`src/rtl/core/fslm_pkg.sv`:
```
// Package for the fixed-string line matcher: sizes, codes, structs, fold helper.
// No dependencies.
`timescale 1ns / 1ps

package fslm_pkg;

  localparam int MAX_PATTERN  = 16;
  localparam int PAT_REG_BYTES = 16;
  localparam int LEN_CAP      = (MAX_PATTERN < PAT_REG_BYTES) ? MAX_PATTERN : PAT_REG_BYTES;
  localparam int WIN_DEPTH    = MAX_PATTERN;
  localparam int FILL_W       = $clog2(MAX_PATTERN + 1);
  localparam int PAT_IDX_W    = $clog2(PAT_REG_BYTES);
  localparam int LEN_W        = 5;
  localparam int CFG_IDX_W    = 3;

  localparam logic [7:0]  NEWLINE     = 8'd10;
  localparam logic [7:0]  FOLD_OFFSET = 8'd32;
  localparam logic [7:0]  CHAR_UPPER_A = 8'h41;
  localparam logic [7:0]  CHAR_UPPER_Z = 8'h5a;
  localparam logic [31:0] CNT_MAX     = 32'hffff_ffff;

  typedef enum logic [1:0] {
    KIND_VERDICT = 2'd0,
    KIND_FILE    = 2'd1,
    KIND_COUNT   = 2'd2,
    KIND_FINAL   = 2'd3
  } fslm_kind_t;

  typedef enum logic [CFG_IDX_W-1:0] {
    REG_PATTERN_LOW  = 3'd0,
    REG_PATTERN_HIGH = 3'd1,
    REG_PATTERN_LEN  = 3'd2,
    REG_IGNORE_CASE  = 3'd3,
    REG_INVERT_SENSE = 3'd4,
    REG_COUNT_MODE   = 3'd5,
    REG_FILE_MODE    = 3'd6
  } fslm_reg_t;

  typedef struct packed {
    logic [8*PAT_REG_BYTES-1:0] pattern;
    logic [LEN_W-1:0]           len;
    logic                       ignore_case;
  } fslm_pat_t;

  typedef struct packed {
    logic       shift;
    logic       restart;
    logic [7:0] data;
  } fslm_win_ctrl_t;

  typedef struct packed {
    logic hit;
    logic empty_pat;
  } fslm_win_stat_t;

  function automatic logic [7:0] fold_byte(input logic [7:0] b, input logic en);
    if (en && b >= CHAR_UPPER_A && b <= CHAR_UPPER_Z) begin
      return b + FOLD_OFFSET;
    end
    return b;
  endfunction

endpackage

```
`src/rtl/core/fslm_text_if.sv`:
```
// Input channel interface: one text request per byte or end of input.
// Depends on nothing.
`timescale 1ns / 1ps

interface fslm_text_if;
  logic       valid;
  logic       ready;
  logic       func;
  logic [7:0] data_byte;

  modport source (output valid, func, data_byte, input ready);
  modport sink   (input valid, func, data_byte, output ready);
endinterface

```
`src/rtl/core/fslm_result_if.sv`:
```
// Result channel interface: verdicts, reports and final status.
// Depends on nothing.
`timescale 1ns / 1ps

interface fslm_result_if;
  logic        valid;
  logic        ready;
  logic [1:0]  kind;
  logic        selected;
  logic [31:0] line_number;
  logic [31:0] sel_count;
  logic        status;
  logic        last;

  modport source (output valid, kind, selected, line_number, sel_count, status, last,
                  input ready);
  modport sink   (input valid, kind, selected, line_number, sel_count, status, last,
                  output ready);
endinterface

```
`src/rtl/core/fslm_cfg_if.sv`:
```
// Configuration write channel interface: register index and write data.
// Depends on fslm_pkg.
`timescale 1ns / 1ps

interface fslm_cfg_if;
  import fslm_pkg::*;

  logic                 valid;
  logic                 ready;
  logic [CFG_IDX_W-1:0] index;
  logic [63:0]          data;

  modport source (output valid, index, data, input ready);
  modport sink   (input valid, index, data, output ready);
endinterface

```
`src/rtl/core/fixed_string_line_matcher.sv`:
```
// Fixed-string line matcher: text in, a line window compare against a pattern of up to
// 16 bytes, per-line verdicts, a count or one-shot file-matched report and a final status out.
// An ordinary byte never waits on the result side, so ordinary bytes stream at one byte
// per cycle. A newline or end of input yields up to two results; they leave the result
// register one per cycle while the result side is ready, and the next item with results
// waits until that register has drained. A request is registered in the input stage,
// its results in the result register. Registers are to be written only while the block
// is idle; the block does not enforce this. A pattern change takes effect on the next byte.
// Depends on fslm_pkg, fslm_text_if, fslm_result_if, fslm_cfg_if, fslm_window.
`timescale 1ns / 1ps

module fixed_string_line_matcher (
  input logic          clk,
  input logic          rst,
  fslm_text_if.sink    text,
  fslm_result_if.source result,
  fslm_cfg_if.sink     cfg
);
  import fslm_pkg::*;

  // registers
  logic [63:0]      pattern_low;
  logic [63:0]      pattern_high;
  logic [LEN_W-1:0] pattern_len;
  logic             ignore_case;
  logic             invert_sense;
  logic             count_mode;
  logic             file_mode;

  // input stage
  logic       s1_valid;
  logic       s1_func;
  logic [7:0] s1_byte;

  // stream state
  logic        line_hit;
  logic        line_pending;
  logic [31:0] line_index;
  logic [31:0] sel_total;
  logic        stopped;

  // result bundle
  logic        b_line;
  logic        b_line_file;
  logic        b_sel;
  logic [31:0] b_line_num;
  logic        b_count;
  logic        b_final;
  logic [31:0] b_total;

  fslm_pat_t      pat;
  fslm_win_ctrl_t wctrl;
  fslm_win_stat_t wstat;

  logic        take;
  logic        b_line_left, b_count_left, b_final_left;
  logic        bund_free;
  logic        adv;
  logic        is_nl;
  logic        closing;
  logic        sel;
  logic [31:0] total_next;
  logic        n_line, n_line_file, n_count, n_final;
  logic        any_res;

  assign cfg.ready = 1'b1;

  always_ff @(posedge clk) begin
    if (rst) begin
      pattern_low  <= '0;
      pattern_high <= '0;
      pattern_len  <= '0;
      ignore_case  <= 1'b0;
      invert_sense <= 1'b0;
      count_mode   <= 1'b0;
      file_mode    <= 1'b0;
    end else if (cfg.valid) begin
      case (cfg.index)
        REG_PATTERN_LOW:  pattern_low  <= cfg.data;
        REG_PATTERN_HIGH: pattern_high <= cfg.data;
        REG_PATTERN_LEN:  pattern_len  <= cfg.data[LEN_W-1:0];
        REG_IGNORE_CASE:  ignore_case  <= cfg.data[0];
        REG_INVERT_SENSE: invert_sense <= cfg.data[0];
        REG_COUNT_MODE:   count_mode   <= cfg.data[0];
        REG_FILE_MODE:    file_mode    <= cfg.data[0];
        default: ;
      endcase
    end
  end

  assign pat.pattern     = {pattern_high, pattern_low};
  assign pat.len         = pattern_len;
  assign pat.ignore_case = ignore_case;

  // result side
  assign take = result.valid && result.ready;

  always_comb begin
    b_line_left  = b_line;
    b_count_left = b_count;
    b_final_left = b_final;
    if (take) begin
      if (b_line) begin
        b_line_left = 1'b0;
      end else if (b_count) begin
        b_count_left = 1'b0;
      end else begin
        b_final_left = 1'b0;
      end
    end
    bund_free = !(b_line_left || b_count_left || b_final_left);
  end

  // item decode
  always_comb begin
    is_nl      = (s1_byte == NEWLINE);
    sel        = (wstat.empty_pat || line_hit) != invert_sense;
    closing    = s1_func ? (!stopped && line_pending) : (!stopped && is_nl);
    total_next = (closing && sel && sel_total != CNT_MAX) ? sel_total + 32'd1 : sel_total;
    n_line      = closing && (file_mode ? sel : !count_mode);
    n_line_file = file_mode;
    n_count     = s1_func && !stopped && count_mode && !(closing && file_mode && sel);
    n_final     = (s1_func && !stopped) || (!s1_func && closing && file_mode && sel);
    any_res     = s1_valid && (n_line || n_count || n_final);
    adv         = s1_valid && (!any_res || bund_free);
  end

  assign text.ready = !s1_valid || adv;

  always_ff @(posedge clk) begin
    if (rst) begin
      s1_valid <= 1'b0;
    end else if (text.ready) begin
      s1_valid <= text.valid;
    end
  end

  always_ff @(posedge clk) begin
    if (text.ready && text.valid) begin
      s1_func <= text.func;
      s1_byte <= text.data_byte;
    end
  end

  assign wctrl.shift   = adv && !s1_func && !stopped && !is_nl;
  assign wctrl.restart = adv && (s1_func || (!stopped && is_nl));
  assign wctrl.data    = s1_byte;

  fslm_window u_window (
    .clk  (clk),
    .rst  (rst),
    .pat  (pat),
    .ctrl (wctrl),
    .stat (wstat)
  );

  always_ff @(posedge clk) begin
    if (rst) begin
      line_hit     <= 1'b0;
      line_pending <= 1'b0;
      line_index   <= '0;
      sel_total    <= '0;
      stopped      <= 1'b0;
    end else if (adv) begin
      if (s1_func) begin
        line_hit     <= 1'b0;
        line_pending <= 1'b0;
        line_index   <= '0;
        sel_total    <= '0;
        stopped      <= 1'b0;
      end else if (!stopped) begin
        if (is_nl) begin
          line_hit     <= 1'b0;
          line_pending <= 1'b0;
          line_index   <= (line_index != CNT_MAX) ? line_index + 32'd1 : line_index;
          sel_total    <= total_next;
          stopped      <= file_mode && sel;
        end else begin
          line_pending <= 1'b1;
          line_hit     <= line_hit || wstat.hit;
        end
      end
    end
  end

  always_ff @(posedge clk) begin
    if (rst) begin
      b_line  <= 1'b0;
      b_count <= 1'b0;
      b_final <= 1'b0;
    end else if (adv && any_res) begin
      b_line  <= n_line;
      b_count <= n_count;
      b_final <= n_final;
    end else begin
      b_line  <= b_line_left;
      b_count <= b_count_left;
      b_final <= b_final_left;
    end
  end

  always_ff @(posedge clk) begin
    if (adv && any_res) begin
      b_line_file <= n_line_file;
      b_sel       <= sel;
      b_line_num  <= line_index;
      b_total     <= total_next;
    end
  end

  always_comb begin
    result.valid     = b_line || b_count || b_final;
    result.sel_count = b_total;
    result.status    = (b_total == '0);
    if (b_line) begin
      result.kind        = b_line_file ? KIND_FILE : KIND_VERDICT;
      result.selected    = b_sel;
      result.line_number = b_line_num;
      result.last        = !b_count && !b_final;
    end else if (b_count) begin
      result.kind        = KIND_COUNT;
      result.selected    = 1'b0;
      result.line_number = '0;
      result.last        = !b_final;
    end else begin
      result.kind        = KIND_FINAL;
      result.selected    = 1'b0;
      result.line_number = '0;
      result.last        = 1'b1;
    end
  end

endmodule

```
`src/rtl/core/fslm_window.sv`:
```
// Sliding byte window and parallel pattern compare for the line matcher.
// Depends on fslm_pkg.
`timescale 1ns / 1ps

module fslm_window (
  input  logic                    clk,
  input  logic                    rst,
  input  fslm_pkg::fslm_pat_t     pat,
  input  fslm_pkg::fslm_win_ctrl_t ctrl,
  output fslm_pkg::fslm_win_stat_t stat
);
  import fslm_pkg::*;

  logic [7:0]        window [WIN_DEPTH];
  logic [FILL_W-1:0] fill;
  logic [FILL_W-1:0] fill_inc;
  logic [FILL_W-1:0] plen;
  logic [7:0]        pat_bytes [PAT_REG_BYTES];
  logic [7:0]        cand [LEN_CAP];
  logic              eq;

  always_comb begin
    for (int i = 0; i < PAT_REG_BYTES; i++) begin
      pat_bytes[i] = pat.pattern[8*i +: 8];
    end
    plen = (32'(pat.len) > LEN_CAP) ? FILL_W'(LEN_CAP) : FILL_W'(pat.len);
    fill_inc = (32'(fill) < MAX_PATTERN) ? fill + FILL_W'(1) : fill;
  end

  // newest byte first; the incoming byte sits at position 0
  always_comb begin
    for (int k = 0; k < LEN_CAP; k++) begin
      cand[k] = (k == 0) ? ctrl.data : window[(k == 0) ? 0 : k - 1];
    end
    eq = 1'b1;
    for (int k = 0; k < LEN_CAP; k++) begin
      if (k < 32'(plen)) begin
        if (fold_byte(cand[k], pat.ignore_case) !=
            fold_byte(pat_bytes[PAT_IDX_W'(32'(plen) - 1 - k)], pat.ignore_case)) begin
          eq = 1'b0;
        end
      end
    end
  end

  assign stat.empty_pat = (plen == '0);
  assign stat.hit       = !stat.empty_pat && (fill_inc >= plen) && eq;

  always_ff @(posedge clk) begin
    if (ctrl.shift) begin
      window[0] <= ctrl.data;
      for (int k = 1; k < WIN_DEPTH; k++) begin
        window[k] <= window[k-1];
      end
    end
  end

  always_ff @(posedge clk) begin
    if (rst) begin
      fill <= '0;
    end else if (ctrl.restart) begin
      fill <= '0;
    end else if (ctrl.shift) begin
      fill <= fill_inc;
    end
  end

endmodule

```
`src/flat_wrapper.sv`:
```
// flat-port wrapper written by rule: the top's interface ports become plain ports
module fixed_string_line_matcher_flat import fslm_pkg::*;
  (clk, rst, text_valid, text_func, text_data_byte, text_ready, result_valid, result_kind, result_selected, result_line_number, result_sel_count, result_status, result_last, result_ready, cfg_valid, cfg_index, cfg_data, cfg_ready);
  fslm_text_if text_i ();
  fslm_result_if result_i ();
  fslm_cfg_if cfg_i ();
  input logic clk;
  input logic rst;
  input wire logic [$bits(text_i.valid)-1:0] text_valid;
  input wire logic [$bits(text_i.func)-1:0] text_func;
  input wire logic [$bits(text_i.data_byte)-1:0] text_data_byte;
  output wire logic [$bits(text_i.ready)-1:0] text_ready;
  output wire logic [$bits(result_i.valid)-1:0] result_valid;
  output wire logic [$bits(result_i.kind)-1:0] result_kind;
  output wire logic [$bits(result_i.selected)-1:0] result_selected;
  output wire logic [$bits(result_i.line_number)-1:0] result_line_number;
  output wire logic [$bits(result_i.sel_count)-1:0] result_sel_count;
  output wire logic [$bits(result_i.status)-1:0] result_status;
  output wire logic [$bits(result_i.last)-1:0] result_last;
  input wire logic [$bits(result_i.ready)-1:0] result_ready;
  input wire logic [$bits(cfg_i.valid)-1:0] cfg_valid;
  input wire logic [$bits(cfg_i.index)-1:0] cfg_index;
  input wire logic [$bits(cfg_i.data)-1:0] cfg_data;
  output wire logic [$bits(cfg_i.ready)-1:0] cfg_ready;
  assign text_i.valid = text_valid;
  assign text_i.func = text_func;
  assign text_i.data_byte = text_data_byte;
  assign text_ready = text_i.ready;
  assign result_valid = result_i.valid;
  assign result_kind = result_i.kind;
  assign result_selected = result_i.selected;
  assign result_line_number = result_i.line_number;
  assign result_sel_count = result_i.sel_count;
  assign result_status = result_i.status;
  assign result_last = result_i.last;
  assign result_i.ready = result_ready;
  assign cfg_i.valid = cfg_valid;
  assign cfg_i.index = cfg_index;
  assign cfg_i.data = cfg_data;
  assign cfg_ready = cfg_i.ready;
  fixed_string_line_matcher u_core (.clk(clk), .rst(rst), .text(text_i), .result(result_i), .cfg(cfg_i));
endmodule
```
`config.mk`:
```
export PLATFORM = sky130hd
export DESIGN_NAME = fixed_string_line_matcher_flat
export DESIGN_NICKNAME = d
export VERILOG_FILES = /design/src/rtl/core/fslm_pkg.sv /design/src/rtl/core/fslm_text_if.sv /design/src/rtl/core/fslm_result_if.sv /design/src/rtl/core/fslm_cfg_if.sv /design/src/rtl/core/fixed_string_line_matcher.sv /design/src/rtl/core/fslm_window.sv /design/src/flat_wrapper.sv
export SDC_FILE = /design/constraint.sdc
export NUM_CORES = 1
export LEC_CHECK = 0
export BUFFER_PORTS_ARGS = -buffer_cell sky130_fd_sc_hd__buf_2
export CELL_PAD_IN_SITES_DETAIL_PLACEMENT = 0
export CELL_PAD_IN_SITES_GLOBAL_PLACEMENT = 1
export CORE_ASPECT_RATIO = 1.5
export CORE_MARGIN = 8
export CORE_UTILIZATION = 30
export CTS_BUF_LIST = sky130_fd_sc_hd__clkbuf_8
export CTS_CLUSTER_SIZE = 8
export DETAILED_ROUTE_END_ITERATION = 10
export PLACE_DENSITY = 0.52
export RECOVER_POWER = 50
export SYNTH_ARGS = -nofsm -noshare
export SYNTH_HDL_FRONTEND = slang
export SYNTH_SLANG_ARGS = --single-unit
```
`constraint.sdc`:
```
create_clock -name clk -period 10.33 [get_ports clk]
set_input_delay 0.5165 -clock clk [delete_from_list [all_inputs] [get_ports clk]]
set_output_delay 0.5165 -clock clk [all_outputs]
set_load 0.05 [all_outputs]
```
# [Word-level counts from Yosys, hierarchy flattened]
# Memory sizes are Yosys's and may differ from the RTL's.
# Index checks and enable logic that the tools add are counted.
[word_totals] mem_count=1 input_bits=81 out_inout_bits=72 regBits=288 ram_bits=128 wordCells=625
[op_classes] n_eq_ne=27 n_mux=279 addsub=51 bitwise_logic=16 order_cmp=99 n_reduce_logical=129
[mem_list] name="u_core.u_window.window" words=16 width=8 rd=15 rd_clocked_by_memory_dff=0 wr=16 line="fslm_window.sv:14" source="logic [7:0] window [WIN_DEPTH];"
[op_table] op="two-way mux 8 bit" n=128
[op_table] op="binary-select mux 8 bit (select 4 bit)" n=16
[op_table] op="two-way mux 32 bit" n=9
[op_table] op="adder 8 x 6 -> 8 bit (second input constant)" n=32
[op_table] op="greater-or-equal comparator 8 x 7 -> 1 bit (second input constant)" n=32
[op_table] op="<= comparator 8 x 7 -> 1 bit (second input constant)" n=32
[op_table] op="inequality test 8 bit" n=16
[op_table] op="two-way mux 1 bit" n=123
[op_table] op="logical AND 1 bit" n=90
[op_table] op="greater-or-equal comparator 5 bit (second input constant)" n=16
[op_table] op="NOT 4 -> 5 bit" n=16
[op_table] op="adder 32 x 1 -> 32 bit (second input constant)" n=2
[op_table] op="inequality test 32 bit (second input constant)" n=2
[op_table] op="less-than comparator 4 x 5 -> 1 bit (first input constant)" n=8
[op_table] op="logical NOT 32 bit" n=1
[op_table] op="subtractor 4 bit (second input constant)" n=7
[op_table] op="less-than comparator 3 x 5 -> 1 bit (first input constant)" n=4
[op_table] op="AND reduction 2 bit" n=8
[op_table] op="subtractor 4 x 3 -> 4 bit (second input constant)" n=4
[op_table] op="logical OR 1 bit" n=12
[op_table] op="subtractor 4 x 1 -> 4 bit (second input constant)" n=3
[op_table] op="logical NOT 1 bit" n=11
[op_table] op="less-than comparator 1 x 5 -> 1 bit (first input constant)" n=2
[op_table] op="less-than comparator 2 x 5 -> 1 bit (first input constant)" n=2
[op_table] op="19 further kinds" n=25

# [Logic depth before layout (Yosys ltp)]
[logic_depth] word_depth=52 depth_mapped=28 ltp_nobuf=18

# [By module]
# Synthesis repeated with hierarchy kept, for this count alone.
[hier_totals] hier_cells=3221 hier_area_um2=29341.9
[by_module_without_submodules] module="fslm_window" area_each_um2=17648.2 seq_area_each_um2=3703.6 instances=1 cells_per_inst=1929
[by_module_without_submodules] module="fixed_string_line_matcher" area_each_um2=11693.7 seq_area_each_um2=6416.2 instances=1 cells_per_inst=1292

# [Least setup slack after synthesis]
# OpenSTA, ideal clock, no wires.
[synth_path] path_kind="reg2reg" startpoint="register u_core.s1_valid" endpoint="register u_core.u_window.fill[3]" path_slack_ns=-0.443 setup_time_ns=0.125 t_arrival_ns=10.648 required_time_ns=10.205 path_stages_with_launch=6 synth_period_minus_slack_ns=10.773 path_buffers=0 path_cell_list="dfxtp_1 -> nor2b_1 -> nor3b_1 -> nand4_1 -> xor2_1 -> nor2_1"
[synth_rtl] element="from (decl)" line="fixed_string_line_matcher.sv:31" source="logic s1_valid;"
[synth_rtl] element="from (signal assigned)" line="fixed_string_line_matcher.sv:134" source="s1_valid <= text.valid;"
[synth_rtl] element="to (signal assigned)" line="fslm_window.sv:64" source="fill <= fill_inc;"
[synth_rtl] element="to (decl)" line="fslm_window.sv:15" source="logic [FILL_W-1:0] fill;"

# [Worst setup path after layout]
[layout_path] startpoint="register u_core.pattern_len[0]" endpoint="register u_core.line_hit"
[layout_via] elab_chain_len=52 elab_cells_between_ends=331 classes_between="add/sub (32); order compare (50); eq/ne (17); mux (165); bitwise (16); reduce/logical (51)"
[layout_lines] element="from (decl)" line="fixed_string_line_matcher.sv:24" source="logic [LEN_W-1:0] pattern_len;"
[layout_lines] element="from (signal assigned)" line="fixed_string_line_matcher.sv:81" source="REG_PATTERN_LEN: pattern_len <= cfg.data[LEN_W-1:0];"
[layout_lines] element="> comparator 5 bit" line="fslm_window.sv:26" source="plen = (32'(pat.len) > LEN_CAP) ? FILL_W'(LEN_CAP) : FILL_W'(pat.len);"
[layout_lines] element="two-way mux 5 bit (*)" line="fslm_window.sv:26"
[layout_lines] element="parallel branches: the longest is 50 deep, another holds greater-or-equal comparator 8 x 7 -> 1 bit"
[layout_lines] element="to (signal assigned)" line="fixed_string_line_matcher.sv:180" source="line_hit <= line_hit || wstat.hit;"
[layout_lines] element="to (decl)" line="fixed_string_line_matcher.sv:36" source="logic line_hit;"
# Mark *: on every way between the ends. The select of a mux whose other input is x is not followed.
# A chain may end at the register's enable or synchronous reset.

==> results by group <==
Status
  – Status: complete, but fails checks
  – Failing checks: capacitance limit, slew limit

Timing
  – Fmax: roughly 140 MHz
  – Slew HR: -132.1%
  – Fin Hold WS: approximately 0.066 ns
  – Final hold vios: 0
  – Worst clock skew: approximately 0.045 ns
  – Worst-margin pin slew: 3.481 ns
  – Final min period: 7.103 ns
  – Setup WS post-layout: around 3.2 ns
  – Slew Viols, Final: 130
  – Final Cycle Share: 68.76%
  – Count of final setup violators: 0
  – RSZ-0062 raised after global routing: no
  – Setup TNS: 0 ns

CTS
  – Clk root buf: clkbuf_8
  – Worst-skew pair later-pin latency: between 0.7 and 0.8 ns
  – Gates resized, CTS repair: 0
  – CTS Buf Count: 71
  – Post-CTS setup buffers: 0
  – Hold Buf Count CTS: 69
  – Worst-path clk slew: 0.08 ns
  – Clk sinks: 408
  – H-tree depth: 3
  – CTS Buffer Depth: 3
  – CTS tree: built

Logic synthesis
  – Number of enable flip-flop cells after synthesis: a little under 200
  – Post-synth top cells: nand2_1 (467), mux2i_1 (245), a21oi_1 (236)
  – Syn Area/Cell: 9.340 um^2
  – Cell count after synthesis: between 3000 and 4000
  – Post-synth top area cell: edfxtp_1
  – Synth top area share: 20.88%
  – Multiplexer area fraction after synthesis: 19.15%
  – Synth Area in Compound Gates: 13.94%
  – Syn Std Cell Area: 28040 um^2
  – Largest family of logic cells by synthesized area: multiplexers
  – Ys flop type: dfxtp_1
  – Synth Area in Simple Gates: between 10% and 20%
  – Synth area leaders: edfxtp_1 (21%), dfxtp_1 (15%), mux2i_1 (8.7%)
  – Syn_nets: around 3100
  – Top-count cell post-synth: nand2_1
  – Synth Area in XOR/XNOR: 7.073%
  – #FFs+latches synth: 408
  – Synth Warn #: 0
  – Ys async rst share: 0%
  – Post-synthesis sequential area ratio: between 30% and 40%
  – Adder-cell share of the synthesized area: under 10%
  – Distinct cell type count of the synthesized netlist: 91

Placed design
  – DP Area: 30110 um^2
  – Pre-CTS setup slack: 3.164 ns
  – Placer Congestion: 0.9790
  – # port buffers: 151
  – Post-DP HPWL: 102800 um

Power
  – Final Total Pwr: 0.003816 W
  – Reg power frac: 46.6%
  – Gate power share: 15.3%
  – Clk network pwr share: a little under two fifths
  – Maximum vdd drop: 0.1043 mV
  – Switching Fraction: 30.18%
  – Switching pwr: 0.001152 W
  – Int Pwr: ~0.0027 W
  – Leakage: 11.67 nW
  – PwrDens: 118.9 nW/um^2

GRT
  – Vias in the first global route: 25710
  – Largest net degree at the start of global routing: between 80 and 90
  – Total gr overflow: 0
  – Initial antenna violation count: 3
  – Gr usage total: 24.93%
  – First-pass GRT wire length: 187400 um

Final layout
  – Final Instance Area: around 32000 um^2
  – Area growth, synth to finish: 14.48%
  – Share of cells above drive strength 1: roughly 15%
  – Final net count: 3284

Critical path
  – Startpoint Class: flop
  – CP required: around 11 ns
  – Critical Path Fanout Max: 52
  – Crit Path Category: reg2reg
  – Reg2Reg Setup Slack: 3.23 ns
  – Setup crit end kind: flop
  – Crit path DAT: 7.75 ns

Floorplanning
  – Row count: 137
  – I/O pin total: 153
  – Initial Utilization: between 30% and 40%
  – Die width: between 200 and 300 um
  – Die Y: 390.4 um
  – Die area: between 100000 and 150000 um^2
  – Core area: around 93000 um^2

Detailed routing
  – Routed WL: 132800 um
  – DR iter-0 viols: approximately 2200
  – Total number of vias: 25740
  – Per-cell routed wire length: slightly below 30 um
  – Final antenna-violating net count: 0
  – DRC viols: 0
  – Drt pass-1 iters: 6
  – Via-per-instance ratio: 5.758

Min path
  – Hold crit path type: in2reg

Run
  – Max cap viols: 2
sequential cells by signal (all words and copies together), names as in the netlist, 5 cells and up:
name	flops
u_core.pattern_low	64
u_core.line_index	32
u_core.s1_byte	8
u_core.pattern_high	64
u_core.u_window.window	120
u_core.sel_total	32
u_core.pattern_len	5
u_core.b_line_num	32
u_core.u_window.fill	5
u_core.result.sel_count	32
worst paths after layout:
| kind | startpoint | end | depth (start not counted) |
|---|---|---|---|
| max | u_core.pattern_len[0]$_SDFFE_PP0P_ | u_core.line_hit$_SDFFE_PP0P_ | 17 |
| min | cfg_data[15] | u_core.pattern_low[15]$_SDFFE_PP0P_ | 3 |
| max reg2reg | u_core.pattern_len[0]$_SDFFE_PP0P_ | u_core.line_hit$_SDFFE_PP0P_ | 17 |
| min reg2reg | u_core.sel_total[31]$_SDFFE_PP0P_ | u_core.sel_total[31]$_SDFFE_PP0P_ | 2 |
cells by family after synthesis:
logic type / count (synthesis)
other: 1
multiplexers: 403
XOR/XNOR: 216
AND/OR/NAND/NOR: 1088
AO/OA/AOI/OAI: 613
buffers and inverters: 231
adder cells (fa/ha/maj): 42
flip-flops: 408
routing by layer:
metal	part of all wire [%]	global-route usage [%]	wire length, um	vias to the layer above
met1	35	25.78	46690	12630
met5	0	0	0	-
li1	-	-	-	11490
met3	5.6	4.076	7395	423
met2	50	44.68	66800	1198
met4	9.0	19.32	11940	0
area by class of cell:
type                       instances  area, um^2
clock buffer                      82        1129
timing repair buffer             275        1805
fill                            9664       60810
tap                             1251        1565
sequential                       408       10130
multi-input combinational       2363       17080
clock inverter                    46       222.7
inverter                          43       163.9
antenna                            3       7.507
power by group through the flow:
stage | sequential [W] | combinational (W) | clock, W
global placement | 0.00181 | 0.000547 | 0
finish | 0.00178 | 0.000583 | 0.00145
global route | 0.00178 | 0.000620 | 0.00158
CTS | 0.00178 | 0.000576 | 0.00153
floorplan | 0.00178 | 0.000363 | 0
detailed placement | 0.00181 | 0.000552 | 0
worst max-delay path, stage by stage (launching register included):
cell	delay, ns
dfxtp_2	0.32
buf_4	0.51
nor2b_4	0.26
buf_4	0.42
inv_4	0.25
ha_2	0.49
xnor2_4	0.33
buf_4	0.57
mux4_2	0.50
a22oi_1	0.18
nand3_1	0.34
nor4b_1	0.45
nand3_1	0.16
nor3b_1	0.22
o211ai_1	0.33
o41ai_1	1.21
nand3_1	0.15
o31ai_1	0.24
per-stage QoR:
step                cells  utilization, %
floorplan            3002               -
global placement     4271           32.41
detailed placement   4271           32.41
CTS                  4468           34.61
global route         4470           34.55
finish               4471           34.55
layout by cell type, fill, tap and decap left out, types with 39 or more instances in the layout:
cell,n
clkbuf_1,43
dlygate4sd3_1,69
xor2_1,103
and2_1,47
mux2i_1,245
mux2_2,57
edfxtp_1,195
o21ai_0,107
nand3_1,81
nor2_1,185
nor3_1,56
inv_1,69
buf_4,55
buf_2,108
dfxtp_1,209
mux4_2,101
nand2_1,467
xnor2_1,103
a21oi_1,236
ha_1,39
clkbuf_8,82
Note: power is estimated with default switching activity, not from simulation.
